`src/hdl/ccst_pkg.sv`:
```
// Package for the compacting code set table.
// Holds the operation codes, field widths and sequencer state type.
// No dependencies; ccst_if and the top level use it.
`default_nettype none

package ccst_pkg;

  localparam int unsigned CODE_W = 16;
  localparam int unsigned OP_W   = 2;

  typedef logic [CODE_W-1:0] code_t;

  typedef enum logic [OP_W-1:0] {
    OP_INSERT = 2'd0,
    OP_REMOVE = 2'd1,
    OP_LOOKUP = 2'd2,
    OP_CLEAR  = 2'd3
  } op_t;

  typedef enum logic [2:0] {
    ST_IDLE,
    ST_SCAN_RD,
    ST_SCAN_CMP,
    ST_SHIFT_RD,
    ST_SHIFT_WR,
    ST_RESP
  } state_t;

endpackage

`default_nettype wire

```
`src/hdl/ccst_if.sv`:
```
// Valid/ready channel interfaces of the compacting code set table.
// ccst_req_if carries operation requests, ccst_rsp_if carries results.
// Depends on ccst_pkg.
`default_nettype none

interface ccst_req_if;
  logic               valid;
  logic               ready;
  ccst_pkg::op_t      operation;
  ccst_pkg::code_t    item_code;

  modport source (output valid, output operation, output item_code, input ready);
  modport sink   (input valid, input operation, input item_code, output ready);
endinterface

interface ccst_rsp_if;
  logic valid;
  logic ready;
  logic success;

  modport source (output valid, output success, input ready);
  modport sink   (input valid, input success, output ready);
endinterface

`default_nettype wire

```
`src/hdl/ccst_ram.sv`:
```
// Generic single-write, single-read RAM with a registered read port.
// Used for the slot store of the code set table; no dependencies.
`default_nettype none

module ccst_ram #(
  parameter int unsigned WIDTH = 16,
  parameter int unsigned DEPTH = 32
) (
  input  wire logic                     clk,
  input  wire logic                     wr_en,
  input  wire logic [$clog2(DEPTH)-1:0] wr_addr,
  input  wire logic [WIDTH-1:0]         wr_data,
  input  wire logic [$clog2(DEPTH)-1:0] rd_addr,
  output logic      [WIDTH-1:0]         rd_data
);

  logic [WIDTH-1:0] mem [DEPTH];

  always_ff @(posedge clk) begin
    if (wr_en) begin
      mem[wr_addr] <= wr_data;
    end
    rd_data <= mem[rd_addr];
  end

endmodule

`default_nettype wire

```
`src/hdl/compacting_code_set_table.sv`:
```
// Top level of the compacting code set table: sequencer, fill count and output register.
// Depends on ccst_pkg, ccst_if (ccst_req_if, ccst_rsp_if) and ccst_ram.
//
//   Channel  Dir  Payload                          Meaning
//   req      in   operation[1:0], item_code[15:0]  insert, remove, lookup or clear request
//   rsp      out  success                          one result per request
//
// Clear, and any request with code zero, go straight from idle to ST_RESP.
// Otherwise the single comparator walks the occupied slots through the one
// RAM read port, alternating ST_SCAN_RD and ST_SCAN_CMP; an insert that
// matches nothing appends, and a removal shifts each later slot one place
// toward the front through ST_SHIFT_RD and ST_SHIFT_WR. The block takes one
// request at a time.
// Reset is synchronous and clears only the fill count and control; slots at or
// beyond the fill count read as empty, so no clearing pass is needed.
// A result waits in the output register while rsp.ready is low, and the
// request channel is ready again once the result is loaded there.
`default_nettype none

module compacting_code_set_table #(
  parameter int unsigned SLOT_COUNT = 32
) (
  input  wire logic        clk,
  input  wire logic        rst,
  ccst_req_if.sink         req,
  ccst_rsp_if.source       rsp
);

  localparam int unsigned IDX_W = $clog2(SLOT_COUNT);
  localparam int unsigned CNT_W = $clog2(SLOT_COUNT + 1);
  localparam logic [CNT_W-1:0] FULL_CNT = CNT_W'(SLOT_COUNT);

  // Control registers.
  ccst_pkg::state_t state, state_next;
  logic [CNT_W-1:0] fill, fill_next;   // number of occupied slots, packed at the front
  logic [CNT_W-1:0] idx, idx_next;     // scan or shift position
  logic             ok, ok_next;
  logic             out_valid, out_valid_next;

  // Request payload held for the duration of the operation.
  ccst_pkg::op_t    op;
  ccst_pkg::code_t  code;
  logic             out_success;

  // RAM port signals.
  logic                    wr_en;
  logic [IDX_W-1:0]        wr_addr;
  ccst_pkg::code_t         wr_data;
  logic [IDX_W-1:0]        rd_addr;
  ccst_pkg::code_t         rd_data;

  logic             accept;
  logic             rsp_free;
  logic             scan_done;
  logic             shift_done;
  logic             hit;
  logic             has_room;
  logic [CNT_W-1:0] idx_prev;

  assign accept     = req.valid && req.ready;
  assign rsp_free   = !out_valid || rsp.ready;
  assign scan_done  = (idx == fill);
  assign shift_done = (idx == fill);
  assign hit        = (rd_data == code);
  assign has_room   = (fill != FULL_CNT);
  assign idx_prev   = idx - CNT_W'(1);

  assign req.ready   = (state == ccst_pkg::ST_IDLE);
  assign rsp.valid   = out_valid;
  assign rsp.success = out_success;

  ccst_ram #(
    .WIDTH (ccst_pkg::CODE_W),
    .DEPTH (SLOT_COUNT)
  ) u_slots (
    .clk     (clk),
    .wr_en   (wr_en),
    .wr_addr (wr_addr),
    .wr_data (wr_data),
    .rd_addr (rd_addr),
    .rd_data (rd_data)
  );

  // Next-state logic of the sequencer.
  always_comb begin
    state_next = state;
    unique case (state)
      ccst_pkg::ST_IDLE: begin
        if (accept) begin
          // Clear and code zero are settled without a scan.
          if (req.operation == ccst_pkg::OP_CLEAR || req.item_code == '0) begin
            state_next = ccst_pkg::ST_RESP;
          end else begin
            state_next = ccst_pkg::ST_SCAN_RD;
          end
        end
      end
      ccst_pkg::ST_SCAN_RD: begin
        state_next = scan_done ? ccst_pkg::ST_RESP : ccst_pkg::ST_SCAN_CMP;
      end
      ccst_pkg::ST_SCAN_CMP: begin
        if (!hit) begin
          state_next = ccst_pkg::ST_SCAN_RD;
        end else if (op == ccst_pkg::OP_REMOVE) begin
          state_next = ccst_pkg::ST_SHIFT_RD;
        end else begin
          state_next = ccst_pkg::ST_RESP;
        end
      end
      ccst_pkg::ST_SHIFT_RD: begin
        state_next = shift_done ? ccst_pkg::ST_RESP : ccst_pkg::ST_SHIFT_WR;
      end
      ccst_pkg::ST_SHIFT_WR: begin
        state_next = ccst_pkg::ST_SHIFT_RD;
      end
      ccst_pkg::ST_RESP: begin
        if (rsp_free) begin
          state_next = ccst_pkg::ST_IDLE;
        end
      end
      default: begin
        state_next = ccst_pkg::ST_IDLE;
      end
    endcase
  end

  // Datapath control: RAM ports, fill count, scan index and result.
  always_comb begin
    fill_next      = fill;
    idx_next       = idx;
    ok_next        = ok;
    out_valid_next = out_valid && !rsp.ready;
    wr_en          = 1'b0;
    wr_addr        = fill[IDX_W-1:0];
    wr_data        = code;
    rd_addr        = idx[IDX_W-1:0];
    unique case (state)
      ccst_pkg::ST_IDLE: begin
        idx_next = '0;
        if (accept) begin
          if (req.operation == ccst_pkg::OP_CLEAR) begin
            fill_next = '0;
            ok_next   = 1'b1;
          end else begin
            // Code zero matches the first empty slot, which exists unless full.
            ok_next = has_room;
          end
        end
      end
      ccst_pkg::ST_SCAN_RD: begin
        if (scan_done) begin
          // No occupied slot matched: an insert appends if there is room.
          if (op == ccst_pkg::OP_INSERT && has_room) begin
            wr_en     = 1'b1;
            fill_next = fill + CNT_W'(1);
            ok_next   = 1'b1;
          end else begin
            ok_next = 1'b0;
          end
        end
      end
      ccst_pkg::ST_SCAN_CMP: begin
        idx_next = idx + CNT_W'(1);
        if (hit) begin
          ok_next = 1'b1;
        end
      end
      ccst_pkg::ST_SHIFT_RD: begin
        if (shift_done) begin
          fill_next = fill - CNT_W'(1);
        end
      end
      ccst_pkg::ST_SHIFT_WR: begin
        // Move the slot just read one place toward the front.
        wr_en    = 1'b1;
        wr_addr  = idx_prev[IDX_W-1:0];
        wr_data  = rd_data;
        idx_next = idx + CNT_W'(1);
      end
      ccst_pkg::ST_RESP: begin
        if (rsp_free) begin
          out_valid_next = 1'b1;
        end
      end
      default: begin
      end
    endcase
  end

  always_ff @(posedge clk) begin
    if (rst) begin
      state     <= ccst_pkg::ST_IDLE;
      fill      <= '0;
      idx       <= '0;
      ok        <= 1'b0;
      out_valid <= 1'b0;
    end else begin
      state     <= state_next;
      fill      <= fill_next;
      idx       <= idx_next;
      ok        <= ok_next;
      out_valid <= out_valid_next;
    end
  end

  // Payload registers.
  always_ff @(posedge clk) begin
    if (accept) begin
      op   <= req.operation;
      code <= req.item_code;
    end
    if (state == ccst_pkg::ST_RESP && rsp_free) begin
      out_success <= ok;
    end
  end

endmodule

`default_nettype wire
```
`src/flat_wrapper.sv`:
```
// flat-port wrapper written by rule: the top's interface ports become plain ports
module compacting_code_set_table_flat 
#(
  parameter int unsigned SLOT_COUNT = 32
)
  (clk, rst, req_valid, req_operation, req_item_code, req_ready, rsp_valid, rsp_success, rsp_ready);
  ccst_req_if req_i ();
  ccst_rsp_if rsp_i ();
  input  wire logic clk;
  input  wire logic rst;
  input wire logic [$bits(req_i.valid)-1:0] req_valid;
  input wire logic [$bits(req_i.operation)-1:0] req_operation;
  input wire logic [$bits(req_i.item_code)-1:0] req_item_code;
  output wire logic [$bits(req_i.ready)-1:0] req_ready;
  output wire logic [$bits(rsp_i.valid)-1:0] rsp_valid;
  output wire logic [$bits(rsp_i.success)-1:0] rsp_success;
  input wire logic [$bits(rsp_i.ready)-1:0] rsp_ready;
  assign req_i.valid = req_valid;
  assign req_i.operation = req_operation;
  assign req_i.item_code = req_item_code;
  assign req_ready = req_i.ready;
  assign rsp_valid = rsp_i.valid;
  assign rsp_success = rsp_i.success;
  assign rsp_i.ready = rsp_ready;
  compacting_code_set_table #(.SLOT_COUNT(SLOT_COUNT)) u_core (.clk(clk), .rst(rst), .req(req_i), .rsp(rsp_i));
endmodule
```
`config.mk`:
```
export PLATFORM = sky130hd
export DESIGN_NAME = compacting_code_set_table_flat
export DESIGN_NICKNAME = d
export VERILOG_FILES = /design/src/hdl/ccst_pkg.sv /design/src/hdl/ccst_if.sv /design/src/hdl/ccst_ram.sv /design/src/hdl/compacting_code_set_table.sv /design/src/flat_wrapper.sv
export SDC_FILE = /design/constraint.sdc
export NUM_CORES = 1
export LEC_CHECK = 0
export BUFFER_PORTS_ARGS = -buffer_cell sky130_fd_sc_hd__buf_4
export CORE_ASPECT_RATIO = 1.4
export CORE_MARGIN = 2
export CORE_UTILIZATION = 53
export DETAILED_ROUTE_END_ITERATION = 10
export GPL_TIMING_DRIVEN = 0
export PLACE_DENSITY_LB_ADDON = 0.1
export SLEW_MARGIN = 20
export SYNTH_ARGS = -nofsm -noshare
export SYNTH_HDL_FRONTEND = slang
export SYNTH_SLANG_ARGS = --single-unit
export TNS_END_PERCENT = 100
```
`constraint.sdc`:
```
create_clock -name clk -period 2.8 [get_ports clk]
set_input_delay 0.56 -clock clk [delete_from_list [all_inputs] [get_ports clk]]
set_output_delay 0.56 -clock clk [all_outputs]
set_load 0.01 [all_outputs]
```
# Yosys cells after proc, flatten, opt, wreduce, memory -nomap -nowiden
# Memory sizes are Yosys's and may differ from the RTL's. A register that Yosys moved wholly into a read port is not among the register bits.
# Cells that the tools add are included.
# totals
reg_bits,36
ramBits,512
input_bits,22
out_inout_bits,3
wordCells,77
memories,1
# mem_list
name,words,word_bits,rd,rd_ports_with_merged_regs,write_ports,line,text
u_core.u_slots.mem,32,16,1,1,1,ccst_ram.sv:17,logic [WIDTH-1:0] mem [DEPTH];
# classes
addsub,4
eq_ne,17
muxes,29
n_reduce_logical,18
# op_table
cell,n
$mux 6,5
$mux 3,6
$pmux 3 s6,1
$pmux 6 s3,1
$eq 16x16->1,1
$logic_not 16->1,1
$mux 16,1
$add 6x1->6 const B,2
$pmux 6 s2,1
$mux 1,11
$ne 2x1->1 const B,5
$eq 3x2->1 const B,2
$eq 3x3->1 const B,2
$eq 6x6->1,1
$ne 6x6->1 const B,1
$reduce_and 6->1,1
$reduce_bool 3->1,2
$sub 6x1->6 const B,1
$mux 5,1
$sub 5x1->5 const B,1
$logic_and 1x1->1,4
$ne 2x2->1 const B,2
$reduce_and 4->1,1
$eq 3x1->1 const B,1
11 further kinds,13

# Longest topological paths before layout
# logic_depth
word_depth,7
depth_mapped,10
ltp_nobuf,8

# By module
# From an unflattened synthesis, not the netlist that was laid out.
# hier_totals
cells_unflattened,1396
hier_area_um2,22905.7
# by_module_without_submodules
module,n_inst,cells_per_inst,area_each_um2,seq_area_each_um2
ccst_ram,1,1143,20535.9,15695.1
compacting_code_set_table,1,253,2369.8,910.9

# Worst setup path before layout
# OpenSTA, ideal clock, no wires.
# synth_timing
path_type,reg-to-reg
from,register u_core.idx[1]
to,"memory u_core.u_slots.mem[25][0], enable pin"
setup_time_ns,0.389
t_arrival_ns,2.699
required_time_ns,2.411
slack_ns,-0.287
stages_incl_launch_ff,11
n_path_buf,3
period_less_slack_ns,3.087
cell_sequence,dfxtp_1 -> buf_2 -> clkbuf_1 -> buf_2 -> inv_1 -> ha_1 -> nor3b_1 -> xnor2_1 -> a21oi_1 -> nand3_1 -> nor2_1
# synth_via
elab_chain_cells,5
elab_cells_between_ends,7
classes_between,add/sub (1); eq/ne (1); mux (5)
# synth_rtl
item,line,text
"start, declared",compacting_code_set_table.sv:36,"logic [CNT_W-1:0] idx, idx_next;"
"start signal, assigned",compacting_code_set_table.sv:200,idx <= idx_next;
$eq 6x6->1,compacting_code_set_table.sv:62,assign scan_done = (idx == fill);
$mux 1,compacting_code_set_table.sv:151,if (scan_done) begin
$pmux 1 s2,compacting_code_set_table.sv:137,unique case (state)
$mux 1,ccst_ram.sv:20,if (wr_en) begin
$mux 1 (implied by the code),ccst_ram.sv:21,mem[wr_addr] <= wr_data;
"end, declared",ccst_ram.sv:17,
# Several ways; a longest one is shown, not always the timed one.

# Worst setup path after layout
# layout_timing
from,register u_core.fill[1]
to,"memory u_core.u_slots.mem[22][5], enable pin"
# layout_via
elab_chain_cells,7
elab_cells_between_ends,9
classes_between,eq/ne (2); mux (6); reduce/logical (1)
# layout_rtl
item,line,text
"start, declared",compacting_code_set_table.sv:35,"logic [CNT_W-1:0] fill, fill_next;"
"start signal, assigned",compacting_code_set_table.sv:199,fill <= fill_next;
$ne 6x6->1,compacting_code_set_table.sv:65,assign has_room = (fill != FULL_CNT);
$logic_and 1x1->1,compacting_code_set_table.sv:153,if (op == ccst_pkg::OP_INSERT && has_room) begin
$mux 1,compacting_code_set_table.sv:153,
$mux 1,compacting_code_set_table.sv:151,
$pmux 1 s2,compacting_code_set_table.sv:137,
$mux 1,ccst_ram.sv:20,
$mux 1 (implied by the code),ccst_ram.sv:21,
# Several ways; a longest one is shown, not always the timed one.

==> flow_metrics.py <==
metrics = {
    "timing": {
        "slew_violations": 0,
        "holdWs_ns": 0.167,
        "worst_pin_slew_ns": 1.01,
        "fmax_mhz": 363,
        "grt_setup_unrepaired": "yes",
        "fin_crit_sh_pct": 98.4,
        "max_slew_margin_pct": 32.5,
        "report.final.hold_viol_count": 0,
        "fin_tns_setup_ns": 0,
        "finClkSkew_ns": 0.0142,
        "setup_viol": 0,
        "finalCriticalPeriod_ns": 2.75,
    },
    "synth": {
        "ys_top_cells_by_count": "edfxtp_1, mux4_2, nor2_1",
        "seq_area_frac_synth_pct": 74.5,
        "synth_seq_cells": 564,
        "yosysWarnings": 0,
        "yosys-top-cells-area": "edfxtp_1, mux4_2, dfxtp_1",
        "syn-num-nets": 1078,
        "netlist_instances": 1053,
        "yosysTopAreaCell": "edfxtp_1",
        "yosysUniqueCellTypes": 49,
        "yosysMostFrequentCell": "edfxtp_1",
        "syn_avg_cell_area_um2": 21.2,
        "synth_area_um2": 22300,
        "async_flop_share_pct": 0,
        "synth_top_area_share_pct": 71.5,
        "synth_edf_count": 531,
        "synth_flop_cell": "edfxtp_1",
    },
    "clocking": {
        "cts.sinks": 564,
        "path_clk_slew_ns": 0.07,
        "cts_buffer_depth": 3,
        "cts-htree-levels": 2,
        "cts_root_buf": "clkbuf_16",
        "cts_tree": "built",
        "clock_latency_ns": 0.59,
        "cts_buffers": 52,
    },
    "die": {
        "die_x_um": 177,
        "io-pin-count": 25,
        "fp.dieH_um": 247,
        "initial_core_util_pct": 53.9,
        "num_rows": 88,
        "design.core.area_um2": 41400,
        "dieArea_um2": 43700,
    },
    "power": {
        "cellLeakagePower_nw": 8.09,
        "p_per_area_nw_per_um2": 715,
        "p_total_mw": 18.8,
        "ir_worst_vdd_v": 0.000573,
    },
    "setup_path": {
        "worstPathArrival_ns": 3.08,
        "crit_required_ns": 3.13,
        "rrSetupSlack_ns": 0.05,
        "cp-start-kind": "register",
        "r2r-end": "u_core.u_slots.mem[22][5]$_DFFE_PP_",
        "end_kind": "register",
        "critical_path_class": "reg -> reg",
        "r2r_cells": 8,
        "crit_path_end": "u_core.u_slots.mem[22][5]$_DFFE_PP_",
        "crit_start": "u_core.fill[1]$_SDFFE_PP0P_",
        "r2r-start": "u_core.fill[1]$_SDFFE_PP0P_",
        "worstPathMaxFanout": 10,
    },
    "route": {
        "wl_per_cell_um": 30.7,
        "met2_length_um": 29300,
        "ant_nets": 0,
        "wl_met3_um": 2620,
        "drtIter0Drc": 1074,
        "vias": 11093,
        "top_layer": "met4",
        "viasPerCell": 6.19,
        "drc": 0,
        "drt_first_pass_iters": 5,
        "drt-total-wl_um": 55000,
        "drt-met1-wl_um": 20800,
    },
    "global_routing": {
        "grt_overflow": 0,
        "grt_pass1_wl_um": 79000,
        "grt_pass1_vias": 11500,
        "grt.total_usage_pct": 25.9,
        "antenna_found_initial": 0,
        "grt_max_degree": 33,
    },
    "min_path": {
        "hold_depth": 1,
        "hp-class": "in -> reg",
        "hold_start": "req_item_code[13]",
    },
    "cells_and_area": {
        "synthToLayoutAreaGrowth_pct": 17.9,
        "final_area_um2": 26300,
        "drive_above_1_share_pct": 36.5,
        "final_util_pct": 63.5,
        "layout.nets": 1235,
        "nFillCells": 2842,
    },
    "job": {
        "maxCapViolations": 0,
    },
    "placed_design": {
        "dpl.hpwl_um": 34400,
        "place_area_um2": 23500,
        "io_buffers": 24,
        "gp_congestion": 0.855,
    },
    "outcome": {
        "status": "completed",
    },
}
cell usage in the layout, fill, tap and decap left out, types with 5 or more instances in the layout:
master,n
buf_6,14
clkinv_2,9
clkbuf_16,55
a21oi_1,8
o211ai_1,6
a31oi_1,6
buf_4,76
nand3_4,8
mux4_2,160
nor4_1,7
nor3_1,12
buf_8,10
xnor2_1,18
clkbuf_2,7
nand2_1,19
inv_1,8
nor2_4,32
mux2_2,31
nand4_1,9
clkinv_1,16
edfxtp_1,531
xor2_1,8
nand3_1,9
buf_12,21
dfxtp_1,32
nor2_1,21
clkbuf_1,31
a21o_1,5
power breakdown:
| part | internal (mW) | switching (mW) |
|---|---|---|
| Clock | 3.82 | 3.02 |
| Combinational | 0.757 | 1.39 |
| Sequential | 9.73 | 0.0815 |
| Total | 14.3 | 4.49 |
timing repair:
action / 4_1_cts / 5_1_grt
cloned: 0 / 1
gates resized for setup: 78 / 22
endpoints found under the setup margin: 528 / 765
setup buffers: 52 / 12
hold buffers: 0 / 0
pin swaps: 37 / 9
how the worst min path moves through the flow:
stage / end / slack (ns)
floorplan: u_core.rsp.success$_DFFE_PP_ / 0.41
global placement: u_core.rsp.success$_DFFE_PP_ / 0.43
detailed placement: u_core.rsp.success$_DFFE_PP_ / 0.44
CTS: u_core.code[12]$_DFFE_PP_ / 0.15
global route: u_core.code[10]$_DFFE_PP_ / 0.15
finish: u_core.code[13]$_DFFE_PP_ / 0.17
per-layer routing:
metal  global-route usage (%)  vias to the layer above
li1                         -                     4732
met1                     32.8                     5923
met2                     45.7                      330
met3                     3.81                      108
met4                     9.26                        0
met5                        0                        -
sequential cells by signal (all words and copies together) (netlist names), 2 cells and up:
signal and count:
u_core.code 16, u_core.fill 6, u_core.idx 6, u_core.op 2, u_core.state 3, u_core.u_slots.mem 512, u_core.u_slots.rd_data 16
critical path: stages, from the launching register on:
cell and delay [ns]:
dfxtp_1 0.32, clkbuf_2 0.23, nor4_4 0.44, a211oi_2 0.18
and4_4 0.27, a31oi_2 0.52, buf_6 0.28, nor2_4 0.04
buf_4 0.19
cell families after synthesis:
logic type                 after synthesis  share of synthesized area, %
xor gates and xnor gates                26                          1.02
muxes                                  195                          17.9
and+or+nand+nor                        142                          3.15
DFF                                    564                          74.5
adders and majority gates                7                         0.348
AOI/OAI and AO/OA                       56                          1.75
buffers and inverters                   63                          1.35
through the flow:
stage | cells | setup WS [ns]
floorplan | 1053 | -0.203
global placement | 1617 | -1.78
detailed placement | 1634 | -1.44
CTS | 1781 | 0.00200
global route | 1792 | -0.0152
finish | 1793 | 0.0454
cell type report:
type	count	area (um2)	area share (%)
plain buffers	52	332	1.26
inverters	8	30.0	0.114
clock buffers	65	1400	5.34
well taps	540	676	2.57
repair buffers	106	1160	4.43
flip-flops and latches	564	16600	63.2
diodes	1	2.50	0.00952
multi-input cells	426	5840	22.2
clock inverters	31	228	0.866
Note: power is estimated with default switching activity, not from simulation.
